===== config.mk =====
export PLATFORM = sky130hd
export DESIGN_NAME = differential_drive_pwm_mixer
export DESIGN_NICKNAME = d
export VERILOG_FILES = /design/src/rtl/ddpm_pkg.sv /design/src/rtl/differential_drive_pwm_mixer.sv
export SDC_FILE = /design/constraint.sdc
export NUM_CORES = 2
export LEC_CHECK = 0
export ABC_CLOCK_PERIOD_IN_PS = 55100
export BUFFER_PORTS_ARGS = -buffer_cell sky130_fd_sc_hd__buf_2
export CAP_MARGIN = 20
export CORE_AREA = 2 2 459 347
export DETAILED_ROUTE_END_ITERATION = 10
export DIE_AREA = 0 0 461 349
export SYNTH_ARGS = -nofsm -noshare
export SYNTH_HDL_FRONTEND = slang
export SYNTH_SLANG_ARGS = --single-unit

===== constraint.sdc =====
create_clock -name clk -period 55.1 [get_ports clk]
set_input_delay 11.02 -clock clk [delete_from_list [all_inputs] [get_ports clk]]
set_output_delay 11.02 -clock clk [all_outputs]
set_load 0.05 [all_outputs]

===== src/rtl/ddpm_pkg.sv =====
package ddpm_pkg;

  // Field and register widths
  localparam int SPEED_W    = 16;
  localparam int YAW_W      = 16;
  localparam int TRACK_W    = 12;
  localparam int DEADBAND_W = 14;
  localparam int WMAX_W     = 15;
  localparam int PWM_W      = 8;
  localparam int DUTY_W     = 11;

  // Configuration port
  localparam int CFG_IDX_W  = 3;
  localparam int CFG_DATA_W = 15;

  typedef enum logic [CFG_IDX_W-1:0] {
    CFG_TRACK     = 3'd0,
    CFG_DEADBAND  = 3'd1,
    CFG_WHEEL_MAX = 3'd2,
    CFG_PWM_CEIL  = 3'd3,
    CFG_PWM_FLOOR = 3'd4
  } cfg_idx_t;

  localparam logic [TRACK_W-1:0]    TRACK_RST     = TRACK_W'(200);
  localparam logic [DEADBAND_W-1:0] DEADBAND_RST  = DEADBAND_W'(20);
  localparam logic [WMAX_W-1:0]     WHEEL_MAX_RST = WMAX_W'(1000);
  localparam logic [PWM_W-1:0]      PWM_CEIL_RST  = PWM_W'(255);
  localparam logic [PWM_W-1:0]      PWM_FLOOR_RST = PWM_W'(0);

  // Yaw term: round(|yaw*track| / 2000) = floor(((|p| + 1000) >> 4) / 125)
  localparam int PROD_W          = YAW_W + TRACK_W + 1;
  localparam int ABS_W           = PROD_W - 1;
  localparam int DELTA_BIAS      = 1000;
  localparam int DELTA_PRE_SHIFT = 4;
  localparam int Y_W             = ABS_W - DELTA_PRE_SHIFT;
  // ceil(2^31 / 125); exact floor for every 24-bit dividend
  localparam int RECIP_W         = 25;
  localparam logic [RECIP_W-1:0] DELTA_RECIP = 25'd17179870;
  localparam int DELTA_SHIFT     = 31;
  localparam int DELTA_W         = 17;
  localparam int QP_W            = DELTA_SHIFT + DELTA_W;

  // Wheel speed and magnitude
  localparam int V_W   = 18;
  localparam int MAG_W = 17;

  // PWM division: num = 2*mag*ceil + wm, den = 2*wm, quotient fits PWM_W
  localparam int NUM_W     = 24;
  localparam int DEN_W     = WMAX_W + 1;
  localparam int DIV_STEPS = PWM_W;

  // Duty scaling: duty = pwm * DUTY_RANGE / 255
  localparam int DUTY_RANGE = 1024;
  localparam int X_W        = $clog2(255 * DUTY_RANGE + 1);
  // ceil(2^32 / 255); exact floor for dividends below 2^24
  localparam logic [RECIP_W-1:0] DUTY_RECIP = 25'd16843010;
  localparam int DUTY_SHIFT = 32;
  localparam int DPROD_W    = DUTY_SHIFT + DUTY_W;

  // Per-wheel flags carried down the pipe
  typedef struct packed {
    logic nz;   // wheel moves (outside deadband)
    logic neg;  // backward
    logic sat;  // |v| at or above wheel max
  } lane_t;

  typedef struct packed {
    logic [NUM_W-1:0] rem;
    logic [PWM_W-1:0] quo;
    lane_t            flag;
  } div_lane_t;

endpackage


===== src/rtl/differential_drive_pwm_mixer.sv =====
// Channel  | Direction | Handshake           | Word
// ---------+-----------+---------------------+---------------------------------------
// cfg      | in        | cfg_wr_en           | cfg_index, cfg_wdata
// in       | in        | in_valid / in_ready | in_speed_mmps, in_yaw_mradps
// out      | out       | out_valid/out_ready | left/right duty, in1, in2
//
// One word per cycle while the output is not stalled; stages in order: multiply, abs,
// reciprocal, mix, magnitude, numerator, 8 restoring divider steps, PWM limit, duty reciprocal.
// The 8-step PWM divider sets the depth; each step is one compare and subtract.
// A stalled output freezes every stage at once; in_ready = !out_valid | out_ready.
// rst_n (synchronous) clears the valid bits and loads register defaults.
module differential_drive_pwm_mixer (
  input  logic                                clk,
  input  logic                                rst_n,
  input  logic                                cfg_wr_en,
  input  logic [ddpm_pkg::CFG_IDX_W-1:0]      cfg_index,
  input  logic [ddpm_pkg::CFG_DATA_W-1:0]     cfg_wdata,
  input  logic                                in_valid,
  output logic                                in_ready,
  input  logic signed [ddpm_pkg::SPEED_W-1:0] in_speed_mmps,
  input  logic signed [ddpm_pkg::YAW_W-1:0]   in_yaw_mradps,
  output logic                                out_valid,
  input  logic                                out_ready,
  output logic [ddpm_pkg::DUTY_W-1:0]         out_left_duty,
  output logic                                out_left_in1,
  output logic                                out_left_in2,
  output logic [ddpm_pkg::DUTY_W-1:0]         out_right_duty,
  output logic                                out_right_in1,
  output logic                                out_right_in2
);

  localparam int NUM_LANES  = 2;
  localparam int LEFT       = 0;
  localparam int RIGHT      = 1;
  localparam int NUM_STAGES = 8 + ddpm_pkg::DIV_STEPS;

  // Configuration registers
  logic [ddpm_pkg::TRACK_W-1:0]    track_r;
  logic [ddpm_pkg::DEADBAND_W-1:0] deadband_r;
  logic [ddpm_pkg::WMAX_W-1:0]     wheel_max_r;
  logic [ddpm_pkg::PWM_W-1:0]      pwm_ceil_r;
  logic [ddpm_pkg::PWM_W-1:0]      pwm_floor_r;
  logic [ddpm_pkg::WMAX_W-1:0]     wm_eff;
  logic [ddpm_pkg::DEN_W-1:0]      den;

  // Pipeline control
  logic [NUM_STAGES-1:0] valid_r;
  logic                  adv;

  // Stage registers
  logic signed [ddpm_pkg::PROD_W-1:0]  s0_prod_r, s0_prod_nxt;
  logic signed [ddpm_pkg::SPEED_W-1:0] s0_speed_r;
  logic [ddpm_pkg::Y_W-1:0]            s1_y_r, s1_y_nxt;
  logic                                s1_neg_r;
  logic signed [ddpm_pkg::SPEED_W-1:0] s1_speed_r;
  logic [ddpm_pkg::QP_W-1:0]           s2_qprod;
  logic [ddpm_pkg::DELTA_W-1:0]        s2_mdelta_r;
  logic                                s2_neg_r;
  logic signed [ddpm_pkg::SPEED_W-1:0] s2_speed_r;
  logic signed [ddpm_pkg::V_W-1:0]     s3_v_r   [NUM_LANES];
  logic signed [ddpm_pkg::V_W-1:0]     s3_v_nxt [NUM_LANES];
  logic [ddpm_pkg::WMAX_W-1:0]         s4_mag_r   [NUM_LANES];
  logic [ddpm_pkg::WMAX_W-1:0]         s4_mag_nxt [NUM_LANES];
  ddpm_pkg::lane_t                     s4_flag_r   [NUM_LANES];
  ddpm_pkg::lane_t                     s4_flag_nxt [NUM_LANES];
  ddpm_pkg::div_lane_t                 div_r   [ddpm_pkg::DIV_STEPS+1][NUM_LANES];
  ddpm_pkg::div_lane_t                 div_nxt [ddpm_pkg::DIV_STEPS+1][NUM_LANES];
  logic [ddpm_pkg::X_W-1:0]            s14_x_r   [NUM_LANES];
  logic [ddpm_pkg::X_W-1:0]            s14_x_nxt [NUM_LANES];
  logic                                s14_in1_r   [NUM_LANES];
  logic                                s14_in1_nxt [NUM_LANES];
  logic                                s14_in2_r   [NUM_LANES];
  logic                                s14_in2_nxt [NUM_LANES];
  logic [ddpm_pkg::DUTY_W-1:0]         duty_r   [NUM_LANES];
  logic [ddpm_pkg::DUTY_W-1:0]         duty_nxt [NUM_LANES];
  logic                                in1_r [NUM_LANES];
  logic                                in2_r [NUM_LANES];

  // Register writes
  always_ff @(posedge clk) begin
    if (!rst_n) begin
      track_r     <= ddpm_pkg::TRACK_RST;
      deadband_r  <= ddpm_pkg::DEADBAND_RST;
      wheel_max_r <= ddpm_pkg::WHEEL_MAX_RST;
      pwm_ceil_r  <= ddpm_pkg::PWM_CEIL_RST;
      pwm_floor_r <= ddpm_pkg::PWM_FLOOR_RST;
    end else if (cfg_wr_en) begin
      case (cfg_index)
        ddpm_pkg::CFG_TRACK:     track_r     <= cfg_wdata[ddpm_pkg::TRACK_W-1:0];
        ddpm_pkg::CFG_DEADBAND:  deadband_r  <= cfg_wdata[ddpm_pkg::DEADBAND_W-1:0];
        ddpm_pkg::CFG_WHEEL_MAX: wheel_max_r <= cfg_wdata[ddpm_pkg::WMAX_W-1:0];
        ddpm_pkg::CFG_PWM_CEIL:  pwm_ceil_r  <= cfg_wdata[ddpm_pkg::PWM_W-1:0];
        ddpm_pkg::CFG_PWM_FLOOR: pwm_floor_r <= cfg_wdata[ddpm_pkg::PWM_W-1:0];
        default: ;
      endcase
    end
  end

  // A zero wheel max acts as 1 mm/s
  assign wm_eff = (wheel_max_r == '0) ? ddpm_pkg::WMAX_W'(1) : wheel_max_r;
  assign den    = {wm_eff, 1'b0};

  // Global stall: all stages move together
  assign adv       = !valid_r[NUM_STAGES-1] || out_ready;
  assign in_ready  = adv;
  assign out_valid = valid_r[NUM_STAGES-1];

  always_ff @(posedge clk) begin
    if (!rst_n) begin
      valid_r <= '0;
    end else if (adv) begin
      valid_r <= {valid_r[NUM_STAGES-2:0], in_valid};
    end
  end

  // Stage 0: yaw * track
  assign s0_prod_nxt = ddpm_pkg::PROD_W'(in_yaw_mradps)
                     * ddpm_pkg::PROD_W'($signed({1'b0, track_r}));

  // Stage 1: magnitude, rounding bias, divide by 16
  always_comb begin
    logic [ddpm_pkg::PROD_W-1:0] aprod;
    logic [ddpm_pkg::ABS_W-1:0]  biased;
    aprod    = s0_prod_r[ddpm_pkg::PROD_W-1] ? -s0_prod_r : s0_prod_r;
    biased   = aprod[ddpm_pkg::ABS_W-1:0] + ddpm_pkg::ABS_W'(ddpm_pkg::DELTA_BIAS);
    s1_y_nxt = biased[ddpm_pkg::ABS_W-1:ddpm_pkg::DELTA_PRE_SHIFT];
  end

  // Stage 2: divide by 125 through the reciprocal
  assign s2_qprod = ddpm_pkg::QP_W'(s1_y_r) * ddpm_pkg::QP_W'(ddpm_pkg::DELTA_RECIP);

  // Stage 3: mix into left and right wheel speeds
  always_comb begin
    logic signed [ddpm_pkg::V_W-1:0] sp;
    logic signed [ddpm_pkg::V_W-1:0] md;
    sp = ddpm_pkg::V_W'(s2_speed_r);
    md = $signed(ddpm_pkg::V_W'(s2_mdelta_r));
    s3_v_nxt[LEFT]  = s2_neg_r ? sp + md : sp - md;
    s3_v_nxt[RIGHT] = s2_neg_r ? sp - md : sp + md;
  end

  // Stage 4: magnitude, deadband and saturation tests
  always_comb begin
    logic [ddpm_pkg::V_W-1:0]   av;
    logic [ddpm_pkg::MAG_W-1:0] mag;
    for (int l = 0; l < NUM_LANES; l++) begin
      av  = s3_v_r[l][ddpm_pkg::V_W-1] ? -s3_v_r[l] : s3_v_r[l];
      mag = av[ddpm_pkg::MAG_W-1:0];
      s4_flag_nxt[l].neg = s3_v_r[l][ddpm_pkg::V_W-1];
      s4_flag_nxt[l].nz  = (s3_v_r[l] != '0)
                        && (mag >= ddpm_pkg::MAG_W'(deadband_r));
      s4_flag_nxt[l].sat = mag >= ddpm_pkg::MAG_W'(wm_eff);
      s4_mag_nxt[l]      = s4_flag_nxt[l].sat ? '0 : mag[ddpm_pkg::WMAX_W-1:0];
    end
  end

  // Stage 5: divider numerator; then one quotient bit per stage
  always_comb begin
    logic [ddpm_pkg::NUM_W-1:0] dsh;
    int                         b;
    for (int l = 0; l < NUM_LANES; l++) begin
      div_nxt[0][l].rem  = ((ddpm_pkg::NUM_W'(s4_mag_r[l])
                          * ddpm_pkg::NUM_W'(pwm_ceil_r)) << 1)
                         + ddpm_pkg::NUM_W'(wm_eff);
      div_nxt[0][l].quo  = '0;
      div_nxt[0][l].flag = s4_flag_r[l];
    end
    for (int k = 0; k < ddpm_pkg::DIV_STEPS; k++) begin
      b = ddpm_pkg::DIV_STEPS - 1 - k;
      for (int l = 0; l < NUM_LANES; l++) begin
        dsh = ddpm_pkg::NUM_W'(den) << b;
        div_nxt[k+1][l] = div_r[k][l];
        if (div_r[k][l].rem >= dsh) begin
          div_nxt[k+1][l].rem    = div_r[k][l].rem - dsh;
          div_nxt[k+1][l].quo[b] = 1'b1;
        end
      end
    end
  end

  // Stage 14: saturation, minimum effective PWM, ceiling clamp
  always_comb begin
    ddpm_pkg::div_lane_t       q;
    logic [ddpm_pkg::PWM_W-1:0] pwm;
    for (int l = 0; l < NUM_LANES; l++) begin
      q   = div_r[ddpm_pkg::DIV_STEPS][l];
      pwm = q.flag.sat ? pwm_ceil_r : q.quo;
      if (pwm != '0 && pwm < pwm_floor_r) begin
        pwm = pwm_floor_r;
      end
      if (pwm > pwm_ceil_r) begin
        pwm = pwm_ceil_r;
      end
      s14_x_nxt[l]   = q.flag.nz ? ddpm_pkg::X_W'(pwm) * ddpm_pkg::X_W'(ddpm_pkg::DUTY_RANGE)
                                 : '0;
      s14_in1_nxt[l] = q.flag.nz && q.flag.neg;
      s14_in2_nxt[l] = q.flag.nz && !q.flag.neg;
    end
  end

  // Stage 15: divide by 255 through the reciprocal
  always_comb begin
    logic [ddpm_pkg::DPROD_W-1:0] dp;
    for (int l = 0; l < NUM_LANES; l++) begin
      dp          = ddpm_pkg::DPROD_W'(s14_x_r[l]) * ddpm_pkg::DPROD_W'(ddpm_pkg::DUTY_RECIP);
      duty_nxt[l] = dp[ddpm_pkg::DUTY_SHIFT +: ddpm_pkg::DUTY_W];
    end
  end

  // Payload registers
  always_ff @(posedge clk) begin
    if (adv) begin
      s0_prod_r   <= s0_prod_nxt;
      s0_speed_r  <= in_speed_mmps;
      s1_y_r      <= s1_y_nxt;
      s1_neg_r    <= s0_prod_r[ddpm_pkg::PROD_W-1];
      s1_speed_r  <= s0_speed_r;
      s2_mdelta_r <= s2_qprod[ddpm_pkg::DELTA_SHIFT +: ddpm_pkg::DELTA_W];
      s2_neg_r    <= s1_neg_r;
      s2_speed_r  <= s1_speed_r;
      for (int l = 0; l < NUM_LANES; l++) begin
        s3_v_r[l]    <= s3_v_nxt[l];
        s4_mag_r[l]  <= s4_mag_nxt[l];
        s4_flag_r[l] <= s4_flag_nxt[l];
        for (int k = 0; k <= ddpm_pkg::DIV_STEPS; k++) begin
          div_r[k][l] <= div_nxt[k][l];
        end
        s14_x_r[l]   <= s14_x_nxt[l];
        s14_in1_r[l] <= s14_in1_nxt[l];
        s14_in2_r[l] <= s14_in2_nxt[l];
        duty_r[l]    <= duty_nxt[l];
        in1_r[l]     <= s14_in1_r[l];
        in2_r[l]     <= s14_in2_r[l];
      end
    end
  end

  assign out_left_duty  = duty_r[LEFT];
  assign out_left_in1   = in1_r[LEFT];
  assign out_left_in2   = in2_r[LEFT];
  assign out_right_duty = duty_r[RIGHT];
  assign out_right_in1  = in1_r[RIGHT];
  assign out_right_in2  = in2_r[RIGHT];

endmodule


# [After elaboration in Yosys (flattened, before gate mapping)]
# Memories as Yosys holds them, arrays and structs flattened.
# Cells that the tools add are included.
# W data, S select, Z words.
[totals] in_bits=55 n_memories=10 ramBits=768 elab_cells=153 ff_bits=193 out_inout_bits=28
[classes] add_sub_neg=24 reduce_logical=23 n_mul=6 magnitude_cmp=24 muxes=48 n_eq_ne=4
[mem_list] memory="div_r" depth=9 width=70 rd=9 rd_clocked_by_memory_dff=0 write_ports=9 line="differential_drive_pwm_mixer.sv:66" rtl="ddpm_pkg::div_lane_t div_r [ddpm_pkg::DIV_STEPS+1][NUM_LANES];"
[mem_list] memory="s14_x_r" depth=2 width=18 rd=2 rd_clocked_by_memory_dff=0 write_ports=2 line="differential_drive_pwm_mixer.sv:68" rtl="logic [ddpm_pkg::X_W-1:0] s14_x_r [NUM_LANES];"
[mem_list] memory="s3_v_r" depth=2 width=18 rd=2 rd_clocked_by_memory_dff=0 write_ports=2 line="differential_drive_pwm_mixer.sv:60" rtl="logic signed [ddpm_pkg::V_W-1:0] s3_v_r [NUM_LANES];"
[mem_list] memory="s4_mag_r" depth=2 width=15 rd=2 rd_clocked_by_memory_dff=0 write_ports=2 line="differential_drive_pwm_mixer.sv:62" rtl="logic [ddpm_pkg::WMAX_W-1:0] s4_mag_r [NUM_LANES];"
[mem_list] memory="duty_r" depth=2 width=11 rd=2 rd_clocked_by_memory_dff=0 write_ports=2 line="differential_drive_pwm_mixer.sv:74" rtl="logic [ddpm_pkg::DUTY_W-1:0] duty_r [NUM_LANES];"
[mem_list] memory="s4_flag_r" depth=2 width=3 rd=2 rd_clocked_by_memory_dff=0 write_ports=2 line="differential_drive_pwm_mixer.sv:64" rtl="ddpm_pkg::lane_t s4_flag_r [NUM_LANES];"
[mem_list] memory="4 more memories"
[op_table] operator="$mux W24" n=14
[op_table] operator="$mul A18 B24 Y42 const B" n=2
[op_table] operator="$mux W18" n=4
[op_table] operator="$mux W25" n=2
[op_table] operator="$add A24 B15 Y24" n=2
[op_table] operator="$ge A24 B16 Y1" n=2
[op_table] operator="$ge A24 B17 Y1" n=2
[op_table] operator="$ge A24 B18 Y1" n=2
[op_table] operator="$ge A24 B19 Y1" n=2
[op_table] operator="$ge A24 B20 Y1" n=2
[op_table] operator="$ge A24 B21 Y1" n=2
[op_table] operator="$ge A24 B22 Y1" n=2
[op_table] operator="$ge A24 B23 Y1" n=2
[op_table] operator="$mux W8" n=6
[op_table] operator="$sub A24 B16 Y24" n=2
[op_table] operator="$sub A24 B17 Y24" n=2
[op_table] operator="$sub A24 B18 Y24" n=2
[op_table] operator="$sub A24 B19 Y24" n=2
[op_table] operator="$sub A24 B20 Y24" n=2
[op_table] operator="$sub A24 B21 Y24" n=2
[op_table] operator="$sub A24 B22 Y24" n=2
[op_table] operator="$sub A24 B23 Y24" n=2
[op_table] operator="$mul A24 B24 Y47 const B" n=1
[op_table] operator="$mul A15 B8 Y23" n=2
[op_table] operator="25 further kinds" n=64

# [Longest topological paths before layout]
# An unclocked memory read counts as a cell.
[logic_depth] ltp_word=8 mapped_depth=25 depth_no_buf=24

# [Least setup slack after synthesis]
# No wires, ideal clock.
[synth_timing] kind="input-to-output" start="input port out_ready" end="output port in_ready" arrival_time_ns=31.697 setup_slack_ns=12.383 required_time_ns=44.080 path_stages=4 path_buffers=2 cell_sequence="nor2b_1 > clkbuf_1 > inv_1 > clkbuf_1"
[synth_between] elab_chain_len=1
[synth_lines] item="start: declaration" line="differential_drive_pwm_mixer.sv:23" rtl="input logic out_ready,"
[synth_lines] item="$logic_or A1 B1 Y1" line="differential_drive_pwm_mixer.sv:104" rtl="assign adv = !valid_r[NUM_STAGES-1] || out_ready;"
[synth_lines] item="end: declaration" line="differential_drive_pwm_mixer.sv:19" rtl="output logic in_ready,"
# No other way between the ends.

# [Worst setup path after layout]
# Same ends and word-level chain as after synthesis.

==> out/summary.txt <==
==========================================================================================
Worst-Margin Slew                                                                  1.06 ns
Hold-fix buffers at CTS                                                                  0
Critical path arrival                                                             12.25 ns
Synth-to-Final Area Change                                                           8.22%
Number of H-tree branching levels                                                        3
Worst-path cell with the longest stage delay                                  sky130_fd_sc_hd__inv_8
Delay of the slowest cell on the worst path                                        0.49 ns
Post-CTS setup buffer count                                                              0
Initial standard-cell utilization of the core                                        44.8%
Netlist area before placement                                                    70000 um2
Count of buffers from port buffering                                                    82
Final #Nets                                                                           8195
DP Wirelength                                                                    124000 um
Worst setup slack for register-to-register paths                                  47.59 ns
Setup TNS                                                                             0 ns
Overall routed net length                                                        161000 um
Clock network latency to the later pin of the worst-skew pair                      0.70 ns
Vias per cell                                                                         5.29
Core area                                                                       156000 um2
Synthesized Nets                                                                      8148
Register Area                                                                    23500 um2
Number of global-route vias before repair                                            47400
Critical Path Most Common Cell                                                sky130_fd_sc_hd__buf_2
Total congestion overflow after global routing                                           0
Buffers plus inverters on the worst setup path                                           4
Peak Freq                                                                         43.0 MHz
Worst hold-check path type                                                    flop to flop
Number of antenna violations at the first check in global routing                       19
Final count of pins violating max slew                                                   0
Avg Synthesized Cell Area                                                         10.3 um2
TritonCTS Buffers                                                                       84
Period minus WS final                                                             23.27 ns
Unrepaired setup endpoints after global routing                                         no
I/O pins                                                                                83
Drt drc                                                                                  0
Post-synthesis mux area share                                                        1.78%
Result of the run                                                                completed
Clock edge transition at the registers on the reported setup and hold paths        0.07 ns
Max Cap Violations                                                                       0
Type of element capturing the critical path                                   primary output
Vias                                                                                 47600
Number of instances in the synthesized netlist                                        6767
Number of gates resized after cts                                                        0
Final count of negative-setup-slack endpoints                                            0
Capture instance of the worst register-to-register path                       s2_mdelta_r[11]
Worst Path Max Fanout                                                                   97
Startpoint of the most critical register-to-register path                       s1_y_r[12]
Maximum buffer depth of the clock tree                                                   3
Clock Skews                                                                      0.0455 ns
GP Congestion                                                                        0.853
Routed length per instance                                                         17.9 um
Crit Path Category                                                            primary input to primary output
Required time of the critical path                                                44.08 ns
DIE WIDTH                                                                           461 um
Xor-xnor portion of the synthesized cell area                                        4.99%
Part of the cycle the worst path needs                                               42.2%
Cell depth of the worst flop-to-flop path                                               22
Synthesized-area fraction occupied by ao, oa, aoi and oai cells                      11.3%
Worst hold stages                                                                        0
Total Routing Usage GR                                                               20.2%
Number of synthesized flops with an enable pin                                         735
Hold Path Origin                                                              div_r[0][212]
Count of clock tree sinks                                                              808
Multi-input gate area in the final layout                                        42300 um2
Ratio of cells with drive above 1 in the final layout                                5.90%
Yosys warnings                                                                           0
DRC marker count from the first detailed-route iteration                              3181
Final Hold Viols                                                                         0
Synth cell types                                                                        96
First-pass GRT wire length                                                       258000 um
Vertical die dimension                                                              349 um
Worst slew margin relative to its limit                                              29.1%
Cells traversed along the worst timing path                                   buf_2 > nor2b_1 > buf_4 > inv_8 > buf_2
Total die area                                                                  161000 um2
Proportion of register bits with asynchronous set or reset after synthesis              0%
Clock tree from TritonCTS                                                              yes
Sink of the worst hold path                                                   div_r[0][282]
Combinational family with the most area after synthesis                        adder cells
Kind of start point of the critical path                                      primary input
Post-Synth Simple-Gate Area                                                          12.9%
Family with the most delay on the worst path                                  buffers and inverters
Pre-Repair DR Iteration Count                                                            5
Layout fillers                                                                       14300
Synth Area in Adders                                                                 29.4%
Number of routed nets with antenna violations                                            0
Maximum number of pins on one net before global-route repair                           201
Master cell of the clock root buffer                                          sky130_fd_sc_hd__clkbuf_16
Number of rows created at floorplan                                                    126
#FFs+latches synth                                                                     808
Flip-flop cell with the highest count after synthesis                         sky130_fd_sc_hd__edfxtp_1
Sequential cell area fraction in the yosys report                                    33.6%
==========================================================================================
-- synth_stat cells, types with 109 or more instances --
cell | n | share of area, %
sky130_fd_sc_hd__a21o_1 | 183 | 2.0
sky130_fd_sc_hd__and2_1 | 313 | 2.8
sky130_fd_sc_hd__clkbuf_1 | 163 | 0.87
sky130_fd_sc_hd__nor2b_1 | 109 | 0.97
sky130_fd_sc_hd__inv_1 | 935 | 5.0
sky130_fd_sc_hd__ha_1 | 799 | 14
sky130_fd_sc_hd__a21oi_1 | 274 | 2.0
sky130_fd_sc_hd__o21ai_0 | 292 | 2.1
sky130_fd_sc_hd__fa_1 | 527 | 15
sky130_fd_sc_hd__nor2_1 | 273 | 1.5
sky130_fd_sc_hd__xnor2_1 | 257 | 3.2
sky130_fd_sc_hd__xor2_1 | 139 | 1.7
sky130_fd_sc_hd__nand2_1 | 596 | 3.2
sky130_fd_sc_hd__edfxtp_1 | 735 | 32
-- sequential cells by signal, summed over array words and instances, names as in the netlist, 14 cells and up --
register and cells:
s1_y_r 24, deadband_r 14, duty_r 18, wheel_max_r 15
s1_speed_r 16, s0_prod_r 29, s14_x_r 16, s2_mdelta_r 17
s2_speed_r 16, s4_mag_r 30, valid_r 16, s0_speed_r 16
div_r 502, s3_v_r 35
-- worst max path at each step --
stage / start / end / slack (ns) / cells past startpoint
2_1_floorplan: out_ready / in_ready / 12.38 / 4
3_3_place_gp: out_ready / in_ready / 31.78 / 5
3_5_place_dp: out_ready / in_ready / 31.80 / 5
4_1_cts: out_ready / in_ready / 31.80 / 5
5_1_grt: out_ready / in_ready / 31.73 / 5
6_report: out_ready / in_ready / 31.83 / 5
-- logic make-up (layout without fill, tap and decap cells) --
kind of cell | count (synthesis) | in the layout
XOR/XNOR | 397 | 397
AND/OR/NAND/NOR | 1789 | 1789
adder cells (fa/ha/maj) | 1327 | 1327
buffers and inverters | 1114 | 1232
AO/OA/AOI/OAI | 1215 | 1215
other | 0 | 6
multiplexers | 117 | 117
flip-flops | 808 | 808
-- routing by layer --
layer  GRT usage, %  vias up  share of wire, %
met2           32.8     1007                45
met5              0        -             0.025
met1           29.0    23000                48
li1               -    23400                 -
met3           2.37      191               4.5
met4           4.16        6               2.0
-- metrics by stage --
step                instances  util (%)  cell area, um2  hold slack (ns)  worst slack, ns
floorplan                6767         -           70000            0.400            12.38
global placement         8837      46.6           72800            0.400            31.78
detailed placement       8839      46.6           72900            0.405            31.80
CTS                      8996      48.4           75700            0.393            31.80
global route             9000      48.4           75700            0.403            31.73
finish                   9003      48.4           75800            0.399            31.83
-- worst reg2reg max path, cell delays in order, from the launching register on --
cell and delay (ns):
sky130_fd_sc_hd__edfxtp_1 0.71, sky130_fd_sc_hd__fa_1 0.67, sky130_fd_sc_hd__inv_1 0.05, sky130_fd_sc_hd__fa_1 0.47, sky130_fd_sc_hd__inv_1 0.04, sky130_fd_sc_hd__ha_1 0.29
sky130_fd_sc_hd__fa_1 0.42, sky130_fd_sc_hd__fa_1 0.54, sky130_fd_sc_hd__inv_1 0.05, sky130_fd_sc_hd__fa_1 0.48, sky130_fd_sc_hd__inv_1 0.06, sky130_fd_sc_hd__fa_1 0.49
sky130_fd_sc_hd__ha_1 0.37, sky130_fd_sc_hd__and4_1 0.17, sky130_fd_sc_hd__a2111oi_0 0.44, sky130_fd_sc_hd__o21ai_0 0.15, sky130_fd_sc_hd__o21bai_1 0.24, sky130_fd_sc_hd__a21oi_1 0.38
sky130_fd_sc_hd__a31oi_1 0.28, sky130_fd_sc_hd__o41ai_1 0.52, sky130_fd_sc_hd__o21bai_1 0.18, sky130_fd_sc_hd__a21oi_1 0.20, sky130_fd_sc_hd__xnor2_1 0.08
-- placed cells by master (no fill, tap or decap), drive strengths merged, types with 57 or more instances in the layout --
| cell type | instances |
|---|---|
| a21boi | 72 |
| a21o | 184 |
| a21oi | 274 |
| and2 | 314 |
| buf | 139 |
| clkbuf | 108 |
| dfxtp | 73 |
| edfxtp | 735 |
| fa | 527 |
| ha | 799 |
| inv | 943 |
| mux2 | 60 |
| mux2i | 57 |
| nand2 | 596 |
| nand2b | 57 |
| nand3 | 71 |
| nor2 | 273 |
| nor2b | 118 |
| nor3 | 105 |
| o21ai | 303 |
| xnor2 | 257 |
| xor2 | 139 |
-- layout make-up --
cell class                      count  share of cell area [%]
Timing Repair Buffer              139                    1.19
Sequential cell                   808                    31.1
Multi-Input combinational cell   4845                    55.8
Clock inverter                     49                   0.718
Tap cell                         2112                    3.49
Antenna cell                        6                  0.0198
Clock buffer                      108                    3.06
Inverter                          936                    4.65
Power is not shown: default switching activity piles up to over one toggle a cycle in this logic, so the estimate is an artifact.
